`src/rtl/core/lbc_pkg.sv`:
```
// Shared types and constants of the light bearing centroid block.
`default_nettype none

package lbc_pkg;

    localparam int MaxSensorsDef = 6;   // default sensors per frame
    localparam int NumAngles     = 6;   // mount angle registers
    localparam int CfgIdxW       = 3;
    localparam int CfgDataW      = 15;
    localparam int AngleW        = 15;
    localparam int LevelW        = 12;
    localparam int CountW        = 3;
    localparam int SumLaW        = 32;  // sum of reading * angle
    localparam int SumAW         = 18;  // sum of angles
    localparam int SumLW         = 15;  // sum of readings
    localparam int NumW          = SumLaW + 1;
    localparam int QuotW         = 16;  // quotient bits developed by the divider
    localparam int StepBits      = 4;   // quotient bits per divider cycle
    localparam int DivCycles     = QuotW / StepBits;

    localparam logic [LevelW-1:0] ThresholdRst = LevelW'(2048);

    // register indexes; 0 .. NumAngles-1 are the mount angles
    localparam logic [CfgIdxW-1:0] RegSensorCount   = CfgIdxW'(6);
    localparam logic [CfgIdxW-1:0] RegLevelThreshold = CfgIdxW'(7);

    typedef logic [NumAngles-1:0][AngleW-1:0] angle_set_t;

    typedef struct packed {
        logic acc;      // accumulate the item on the input ports
        logic fin;      // form numerator/denominator, clear frame
        logic step;     // one divider step
        logic finish;   // last divider step, load result
    } lbc_cmd_t;

    typedef struct packed {
        logic count_nz; // sensor count is nonzero
        logic last;     // current slot ends the frame
    } lbc_status_t;

endpackage

`default_nettype wire

```
`src/rtl/core/lbc_regs.sv`:
```
// Configuration register file: mount angles, sensor count, threshold.
`default_nettype none

module lbc_regs
(
    input  wire logic                          clk,
    input  wire logic                          rst_n,
    input  wire logic                          cfg_we,
    input  wire logic [lbc_pkg::CfgIdxW-1:0]   cfg_index,
    input  wire logic [lbc_pkg::CfgDataW-1:0]  cfg_data,
    output      lbc_pkg::angle_set_t           angles,
    output      logic [lbc_pkg::CountW-1:0]    sensor_count,
    output      logic [lbc_pkg::LevelW-1:0]    level_threshold
);

    lbc_pkg::angle_set_t                angle_reg;
    logic [lbc_pkg::CountW-1:0]         count_reg;
    logic [lbc_pkg::LevelW-1:0]         thresh_reg;

    always_ff @(posedge clk or negedge rst_n)
    begin
        if (!rst_n)
        begin
            angle_reg  <= '0;
            count_reg  <= '0;
            thresh_reg <= lbc_pkg::ThresholdRst;
        end
        else if (cfg_we)
        begin
            priority if (cfg_index == lbc_pkg::RegSensorCount)
            begin
                count_reg <= cfg_data[lbc_pkg::CountW-1:0];
            end
            else if (cfg_index == lbc_pkg::RegLevelThreshold)
            begin
                thresh_reg <= cfg_data[lbc_pkg::LevelW-1:0];
            end
            else
            begin
                angle_reg[cfg_index] <= cfg_data[lbc_pkg::AngleW-1:0];
            end
        end
    end

    assign angles          = angle_reg;
    assign sensor_count    = count_reg;
    assign level_threshold = thresh_reg;

endmodule

`default_nettype wire

```
`src/rtl/core/lbc_ctrl.sv`:
```
// Frame controller: accepts items, sequences end-of-frame math and division.
`default_nettype none

module lbc_ctrl
(
    input  wire logic               clk,
    input  wire logic               rst_n,
    input  wire logic               start,
    input  wire lbc_pkg::lbc_status_t status,
    output      lbc_pkg::lbc_cmd_t  cmd,
    output      logic               busy,
    output      logic               done
);

    localparam int CntW = (lbc_pkg::DivCycles > 1) ? $clog2(lbc_pkg::DivCycles) : 1;
    localparam logic [CntW-1:0] CntLast = CntW'(lbc_pkg::DivCycles - 1);

    typedef enum logic [1:0] {
        ST_IDLE,
        ST_FIN,
        ST_DIV
    } state_t;

    state_t            state_reg;
    logic [CntW-1:0]   cnt_reg;
    logic              done_reg;
    logic              accept;

    assign busy   = (state_reg != ST_IDLE);
    assign accept = start && !busy;
    assign done   = done_reg;

    always_comb
    begin
        cmd.acc    = accept && status.count_nz;
        cmd.fin    = (state_reg == ST_FIN);
        cmd.step   = (state_reg == ST_DIV);
        cmd.finish = (state_reg == ST_DIV) && (cnt_reg == CntLast);
    end

    always_ff @(posedge clk or negedge rst_n)
    begin
        if (!rst_n)
        begin
            state_reg <= ST_IDLE;
            cnt_reg   <= '0;
            done_reg  <= 1'b0;
        end
        else
        begin
            done_reg <= 1'b0;
            unique case (state_reg)
                ST_IDLE:
                begin
                    if (cmd.acc && status.last)
                    begin
                        state_reg <= ST_FIN;
                    end
                end
                ST_FIN:
                begin
                    cnt_reg   <= '0;
                    state_reg <= ST_DIV;
                end
                ST_DIV:
                begin
                    if (cnt_reg == CntLast)
                    begin
                        done_reg  <= 1'b1;
                        state_reg <= ST_IDLE;
                    end
                    else
                    begin
                        cnt_reg <= cnt_reg + CntW'(1);
                    end
                end
                default:
                begin
                    state_reg <= ST_IDLE;
                end
            endcase
        end
    end

endmodule

`default_nettype wire

```
`src/rtl/core/lbc_dp.sv`:
```
// Datapath: running sums per item, ambient correction, radix-16 divider.
`default_nettype none

module lbc_dp
#(
    parameter int MAX_SENSORS = lbc_pkg::MaxSensorsDef
)
(
    input  wire logic                               clk,
    input  wire logic                               rst_n,
    input  wire lbc_pkg::lbc_cmd_t                  cmd,
    output      lbc_pkg::lbc_status_t               status,
    input  wire lbc_pkg::angle_set_t                angles,
    input  wire logic [lbc_pkg::CountW-1:0]         sensor_count,
    input  wire logic [lbc_pkg::LevelW-1:0]         level_threshold,
    input  wire logic [lbc_pkg::LevelW-1:0]         reading,
    input  wire logic                               present,
    output      logic signed [lbc_pkg::AngleW-1:0]  bearing,
    output      logic [lbc_pkg::LevelW-1:0]         peak_level,
    output      logic                               level_hit
);

    localparam int SlotW = $clog2(MAX_SENSORS);
    localparam int PtW   = $clog2(MAX_SENSORS + 1);
    localparam int NW    = lbc_pkg::CountW + 1;     // holds count and MAX_SENSORS
    localparam int IdxW  = $clog2(lbc_pkg::NumAngles);
    localparam int LW    = lbc_pkg::LevelW;
    localparam int AW    = lbc_pkg::AngleW;
    localparam int QW    = lbc_pkg::QuotW;
    localparam int SB    = lbc_pkg::StepBits;
    localparam int DenW  = lbc_pkg::SumLW;
    localparam logic [NW-1:0] MaxN = NW'(MAX_SENSORS);

    // frame state
    logic [SlotW-1:0]                   slot_reg;
    logic [PtW-1:0]                     pt_reg;
    logic [LW-1:0]                      amb_reg;
    logic [LW-1:0]                      peak_reg;
    logic                               above_reg;
    logic signed [lbc_pkg::SumLaW-1:0]  sla_reg;
    logic signed [lbc_pkg::SumAW-1:0]   sa_reg;
    logic [lbc_pkg::SumLW-1:0]          sl_reg;

    // divider state
    logic                               neg_reg;
    logic                               zero_reg;
    logic [DenW-1:0]                    den_reg;
    logic [QW-1:0]                      rem_reg;
    logic [QW-1:0]                      dvd_reg;
    logic [QW-1:0]                      quo_reg;

    // results
    logic signed [AW-1:0]               bearing_reg;
    logic [LW-1:0]                      peak_out_reg;
    logic                               above_out_reg;

    logic [NW-1:0]                      n_eff;
    logic [NW-1:0]                      slot_inc;
    logic [IdxW:0]                      slot_ext;
    logic signed [AW-1:0]               ang;
    logic signed [LW+AW:0]              prod_la;
    logic signed [LW+lbc_pkg::SumAW:0]  prod_as;
    logic [LW+PtW-1:0]                  prod_ap;
    logic signed [lbc_pkg::NumW-1:0]    num;
    logic [lbc_pkg::NumW-1:0]           mag;
    logic [LW+PtW-1:0]                  den_full;
    logic [DenW-1:0]                    den;
    logic                               n_small;
    logic [QW-1:0]                      rem_nx;
    logic [QW-1:0]                      dvd_nx;
    logic [QW-1:0]                      quo_nx;
    logic [QW:0]                        trial;
    logic [AW-1:0]                      qmag;

    // count saturates to MAX_SENSORS
    always_comb
    begin
        n_eff    = ({1'b0, sensor_count} > MaxN) ? MaxN : {1'b0, sensor_count};
        slot_inc = NW'(slot_reg) + NW'(1);
        slot_ext = (IdxW + 1)'(slot_reg);
        status.count_nz = (sensor_count != '0);
        status.last     = (slot_inc >= n_eff);
    end

    // slots past the angle registers carry angle zero
    always_comb
    begin
        if (slot_ext < (IdxW + 1)'(lbc_pkg::NumAngles))
        begin
            ang = $signed(angles[slot_ext[IdxW-1:0]]);
        end
        else
        begin
            ang = '0;
        end
        prod_la = $signed({1'b0, reading}) * ang;
    end

    // end of frame: remove ambient from the sums
    always_comb
    begin
        prod_as  = $signed({1'b0, amb_reg}) * sa_reg;
        prod_ap  = amb_reg * pt_reg;
        num      = lbc_pkg::NumW'(sla_reg) - lbc_pkg::NumW'(prod_as);
        mag      = num[lbc_pkg::NumW-1] ? lbc_pkg::NumW'(-num) : lbc_pkg::NumW'(num);
        den_full = (LW + PtW)'(sl_reg) - prod_ap;
        den      = den_full[DenW-1:0];
        n_small  = (n_eff < NW'(2));
    end

    // restoring division, SB quotient bits per cycle
    always_comb
    begin
        rem_nx = rem_reg;
        dvd_nx = dvd_reg;
        quo_nx = quo_reg;
        for (int i = 0; i < SB; i++)
        begin
            trial  = {rem_nx, dvd_nx[QW-1]};
            dvd_nx = {dvd_nx[QW-2:0], 1'b0};
            if (trial >= (QW + 1)'(den_reg))
            begin
                rem_nx = QW'(trial - (QW + 1)'(den_reg));
                quo_nx = {quo_nx[QW-2:0], 1'b1};
            end
            else
            begin
                rem_nx = trial[QW-1:0];
                quo_nx = {quo_nx[QW-2:0], 1'b0};
            end
        end
        qmag = quo_nx[AW-1:0];
    end

    // control-bearing frame state
    always_ff @(posedge clk or negedge rst_n)
    begin
        if (!rst_n)
        begin
            slot_reg  <= '0;
            pt_reg    <= '0;
            amb_reg   <= '0;
            peak_reg  <= '0;
            above_reg <= 1'b0;
            sla_reg   <= '0;
            sa_reg    <= '0;
            sl_reg    <= '0;
        end
        else if (cmd.fin)
        begin
            slot_reg  <= '0;
            pt_reg    <= '0;
            amb_reg   <= '0;
            peak_reg  <= '0;
            above_reg <= 1'b0;
            sla_reg   <= '0;
            sa_reg    <= '0;
            sl_reg    <= '0;
        end
        else if (cmd.acc)
        begin
            slot_reg <= status.last ? '0 : slot_inc[SlotW-1:0];
            if (slot_reg == '0)
            begin
                amb_reg <= present ? reading : '0;
            end
            else if (present && (reading < amb_reg))
            begin
                amb_reg <= reading;
            end
            if (present)
            begin
                if (reading > peak_reg)
                begin
                    peak_reg <= reading;
                end
                if (reading >= level_threshold)
                begin
                    above_reg <= 1'b1;
                end
                pt_reg  <= pt_reg + PtW'(1);
                sl_reg  <= sl_reg + lbc_pkg::SumLW'(reading);
                sa_reg  <= sa_reg + lbc_pkg::SumAW'(ang);
                sla_reg <= sla_reg + lbc_pkg::SumLaW'(prod_la);
            end
        end
    end

    // divider and result registers (payload, no reset)
    always_ff @(posedge clk)
    begin
        if (cmd.fin)
        begin
            neg_reg       <= num[lbc_pkg::NumW-1];
            zero_reg      <= n_small || (den == '0);
            den_reg       <= den;
            rem_reg       <= mag[2*QW-1:QW];
            dvd_reg       <= mag[QW-1:0];
            quo_reg       <= '0;
            peak_out_reg  <= peak_reg;
            above_out_reg <= above_reg;
        end
        else if (cmd.step)
        begin
            rem_reg <= rem_nx;
            dvd_reg <= dvd_nx;
            quo_reg <= quo_nx;
        end
        if (cmd.finish)
        begin
            if (zero_reg)
            begin
                bearing_reg <= '0;
            end
            else
            begin
                bearing_reg <= neg_reg ? $signed(-qmag) : $signed(qmag);
            end
        end
    end

    assign bearing    = bearing_reg;
    assign peak_level = peak_out_reg;
    assign level_hit  = above_out_reg;

endmodule

`default_nettype wire

```
`src/rtl/core/light_bearing_centroid_unit.sv`:
```
// Top level of the light bearing centroid block.
//
// Usage:
//   Items are sensor readings (reading, present) given in sensor order;
//   an item is taken at a rising edge with start high and busy low.
//   After sensor_count items (MAX_SENSORS at most) one result (bearing,
//   peak_level, level_hit) shows for a single cycle with done high and
//   cannot be held off. Items taken with sensor_count zero are dropped.
// Timing:
//   Items inside a frame go in one per cycle (one 12x15 multiply-add).
//   The frame's last item raises busy: the FIN state removes ambient
//   from the sums, then the DIV state runs the radix-16 divider.
//   done rises as busy falls; the next item can be taken at the edge
//   that ends done.
// Reset: rst_n clears frame state and the configuration registers;
//   level_threshold comes up at 2048, angles and sensor_count at zero.
// Configuration: cfg_we/cfg_index/cfg_data write one register per edge,
//   no wait; writes belong between frames.
`default_nettype none

module light_bearing_centroid_unit
#(
    parameter int MAX_SENSORS = lbc_pkg::MaxSensorsDef
)
(
    input  wire logic                              clk,
    input  wire logic                              rst_n,
    // item channel
    input  wire logic                              start,
    output      logic                              busy,
    input  wire logic [lbc_pkg::LevelW-1:0]        reading,
    input  wire logic                              present,
    // result channel
    output      logic                              done,
    output      logic signed [lbc_pkg::AngleW-1:0] bearing,
    output      logic [lbc_pkg::LevelW-1:0]        peak_level,
    output      logic                              level_hit,
    // configuration
    input  wire logic                              cfg_we,
    input  wire logic [lbc_pkg::CfgIdxW-1:0]       cfg_index,
    input  wire logic [lbc_pkg::CfgDataW-1:0]      cfg_data
);

    lbc_pkg::angle_set_t             angles;
    logic [lbc_pkg::CountW-1:0]      sensor_count;
    logic [lbc_pkg::LevelW-1:0]      level_threshold;
    lbc_pkg::lbc_cmd_t               cmd;
    lbc_pkg::lbc_status_t            status;

    lbc_regs u_regs
    (
        .clk             (clk),
        .rst_n           (rst_n),
        .cfg_we          (cfg_we),
        .cfg_index       (cfg_index),
        .cfg_data        (cfg_data),
        .angles          (angles),
        .sensor_count    (sensor_count),
        .level_threshold (level_threshold)
    );

    // controller: item accept, end-of-frame sequence, done strobe
    lbc_ctrl u_ctrl
    (
        .clk    (clk),
        .rst_n  (rst_n),
        .start  (start),
        .status (status),
        .cmd    (cmd),
        .busy   (busy),
        .done   (done)
    );

    // datapath: running sums, ambient removal, divider, result registers
    lbc_dp
    #(
        .MAX_SENSORS (MAX_SENSORS)
    )
    u_dp
    (
        .clk             (clk),
        .rst_n           (rst_n),
        .cmd             (cmd),
        .status          (status),
        .angles          (angles),
        .sensor_count    (sensor_count),
        .level_threshold (level_threshold),
        .reading         (reading),
        .present         (present),
        .bearing         (bearing),
        .peak_level      (peak_level),
        .level_hit       (level_hit)
    );

endmodule

`default_nettype wire
```
`config.mk`:
```
export PLATFORM = sky130hd
export DESIGN_NAME = light_bearing_centroid_unit
export DESIGN_NICKNAME = d
export VERILOG_FILES = /design/src/rtl/core/lbc_pkg.sv /design/src/rtl/core/lbc_regs.sv /design/src/rtl/core/lbc_ctrl.sv /design/src/rtl/core/lbc_dp.sv /design/src/rtl/core/light_bearing_centroid_unit.sv
export SDC_FILE = /design/constraint.sdc
export NUM_CORES = 2
export LEC_CHECK = 0
export BUFFER_PORTS_ARGS = -buffer_cell sky130_fd_sc_hd__clkbuf_2
export CORE_MARGIN = 2
export CORE_UTILIZATION = 60
export CTS_BUF_LIST = sky130_fd_sc_hd__clkbuf_8
export CTS_CLUSTER_DIAMETER = 60
export DETAILED_ROUTE_END_ITERATION = 10
export PLACE_DENSITY = 0.79
export RECOVER_POWER = 25
export REMOVE_ABC_BUFFERS = 1
export SETUP_SLACK_MARGIN = 0.2
export SYNTH_ARGS = -nofsm -noshare
export SYNTH_HDL_FRONTEND = slang
export SYNTH_SLANG_ARGS = --single-unit
```
`constraint.sdc`:
```
create_clock -name clk -period 11.65 [get_ports clk]
set_input_delay 0 -clock clk [delete_from_list [all_inputs] [get_ports clk]]
set_output_delay 0 -clock clk [all_outputs]
set_load 0.03 [all_outputs]
```
==> flow_summary.ini <==
[worst_setup_path]
critPathMaxFanout = 16
critPathLaunchType = register
critPathCaptureType = register
crit_top_cell = ha_1
crit_required_ns = 12.05
path_class = reg2reg
slowest_stage = edfxtp_1
worstPathArrival_ns = 11.12
slowest_delay_ns = 0.47

[clocking]
cts_made_buffers = 54
clock_latency_ns = 0.69
h-tree-depth = 2
clk_pin_slew_ns = 0.06
clock-sinks = 294
cts_buffer_depth = 3
cts.root.buffer_cell = clkbuf_8
cts_tree = yes

[worst_hold_path]
worst_hold_path_type = in2reg

[synth]
yosysTopAreaCell = fa_1
yosysWarnings = 0
syn_avg_cell_area_sq_um = 9.59
netlist_top_cells_count = inv_1, fa_1, nand2_1, ha_1, and2_1
synth-seq-area-share = 0.203
netlist_area_sq_um = 37900
synth-async-reset-ratio = 0.701
synth_top_cell_area_share = 0.255
synth-edff-count = 77
synth-seq-cells = 294
yosysUniqueCellTypes = 98
netlist_instances = 3946
synthFlopType = dfrtp_1
synth_area_leaders = fa_1, dfrtp_1, ha_1
yosysMostFrequentCell = inv_1

[global_route]
grt_pass1_vias = 29200
grt_overflow = 0
grt_max_degree = 93
grt_use_met1 = 0.360
met3_usage = 0.0339
antenna_found_initial = 2
grt_pass1_wl_mm = 146
grt_use_met2 = 0.496
grtUsageTotal = 0.281
grt.busiest_layer = met2

[layout]
fin_area_sq_um = 40500
stdcell_count = 4889
largest_reg_flops = 90
multi_input_area_sq_um = 27200
area_growth_pct = 7.11
drive_gt1_frac = 0.0990
fillers = 5032
nNetsFinal = 4831
regArea_sq_um = 7690

[route]
ant_nets = 0
wirelength_mm = 87.5
viasPerCell = 5.64
drcViolationCount = 0
firstDrtPassIters = 5
routedWlPerCell_microns = 17.9
via_count = 27600
drt_iter0_markers = 1634

[flow_run]
max-cap-violations = 2

[timing]
period_minus_slack_ns = 10.72
skew_ns = 0.0262
maxSlewViolCount = 143
tns_ns = 0
slew_headroom = -2.43
rsz0062_at_grt = no
hold_viol = 0
setup_viol = 0
max_freq_mhz = 93.3
hold_slack_ns = 0.178
fin_crit_sh = 0.920
worst_slew_pin_slew_ns = 5.15

[die]
die_x_microns = 255
die_h_microns = 255
ioPinCount = 65
core_area_sq_um = 62700
rows = 92
dieArea_sq_um = 65100
start_util = 0.603

[placement]
hpwlAfterDp_mm = 67.6
routabilityCongestion = 0.940
portBuffers = 64
placed_area_sq_um = 39000
dp_cells = 4746

[outcome]
outcome = finished with violations
violations = max-capacitance violations, max-slew violations
critical path: cells and delay by family (launching register included):
kind | cells | cell delay, ns
AOI/OAI and AO/OA | 16 | 4.32
xor gates and xnor gates | 1 | 0.16
adders and majority gates | 5 | 1.51
DFF | 1 | 0.47
buffers and inverters | 3 | 0.55
muxes | 3 | 1.19
and+or+nand+nor | 14 | 2.24
what timing repair did:
item / CTS / global route
setup endpoints to repair: 0 / 23
hold endpoints to repair: 225 / 0
hold buffers: 37 / 0
resized for setup: 0 / 5
setup buffers: 0 / 4
cell type report:
class                      count  area share
clock buffer                  61      0.0207
antenna                        2    0.000123
timing repair buffer         147      0.0252
tap                          846      0.0261
inverter                     649      0.0601
multi-input combinational   2851       0.670
clock inverter                39     0.00796
sequential                   294       0.190
cells in the final DEF (no fill, tap or decap), types with 45 or more instances in the layout:
cell / Yosys / layout
clkbuf_8: 0 / 61
edfxtp_1: 77 / 77
and2_1: 276 / 276
a21o_1: 66 / 66
dfrtp_1: 205 / 204
a21oi_1: 196 / 196
nor2_1: 186 / 184
fa_1: 482 / 482
xnor2_1: 133 / 133
mux2i_1: 81 / 81
inv_1: 647 / 666
mux2_2: 139 / 139
ha_1: 317 / 316
nor3_1: 46 / 45
xor2_1: 58 / 58
nand2_1: 333 / 332
o21ai_0: 100 / 98
clkbuf_2: 2 / 62
per-layer routing:
| metal | part of all wire | wire [microns] | up-vias |
|---|---|---|---|
| met4 | 0.029 | 2550 | 0 |
| met2 | 0.50 | 43900 | 663 |
| li1 | - | - | 12900 |
| met1 | 0.42 | 36700 | 13800 |
| met5 | 0 | 0 | - |
| met3 | 0.050 | 4380 | 176 |
path summary, 6_finish.rpt:
check	from	endpoint	slack (ns)	cells after the start
max reg2reg	u_dp.den_reg[1]$_DFFE_PP_	u_dp.bearing[14]$_SDFFCE_PP0P_	0.93	42
min reg2reg	u_dp.peak_reg[11]$_DFFE_PN0P_	u_dp.peak_level[11]$_DFFE_PP_	0.47	0
max	u_dp.den_reg[1]$_DFFE_PP_	u_dp.bearing[14]$_SDFFCE_PP0P_	0.93	42
min	cfg_data[14]	u_regs.angles[89]$_DFFE_PN0P_	0.18	3
min in group asynchronous	rst_n	u_regs.level_threshold[11]$_DFFE_PN1P_	0.77	3
max in group asynchronous	rst_n	u_regs.angles[12]$_DFFE_PN0P_	5.90	4
kinds of logic after synthesis:
kind of cell	after synthesis	share of synthesized area
AND/OR/NAND/NOR	1053	0.141
buffers and inverters	801	0.0809
adder cells (fa/ha/maj)	799	0.360
AO/OA/AOI/OAI	573	0.0999
flip-flops	294	0.203
multiplexers	235	0.0717
XOR/XNOR	191	0.0442
metrics by stage:
step | util | worst slack (ns)
final | 0.646 | 0.930
after floorplan | - | 0.757
after global routing | 0.646 | 0.268
after CTS | 0.646 | 0.343
after global placement | 0.622 | 0.546
after detailed placement | 0.622 | 0.354
Power is not shown: default switching activity piles up to over one toggle a cycle in this logic, so the estimate is an artifact.
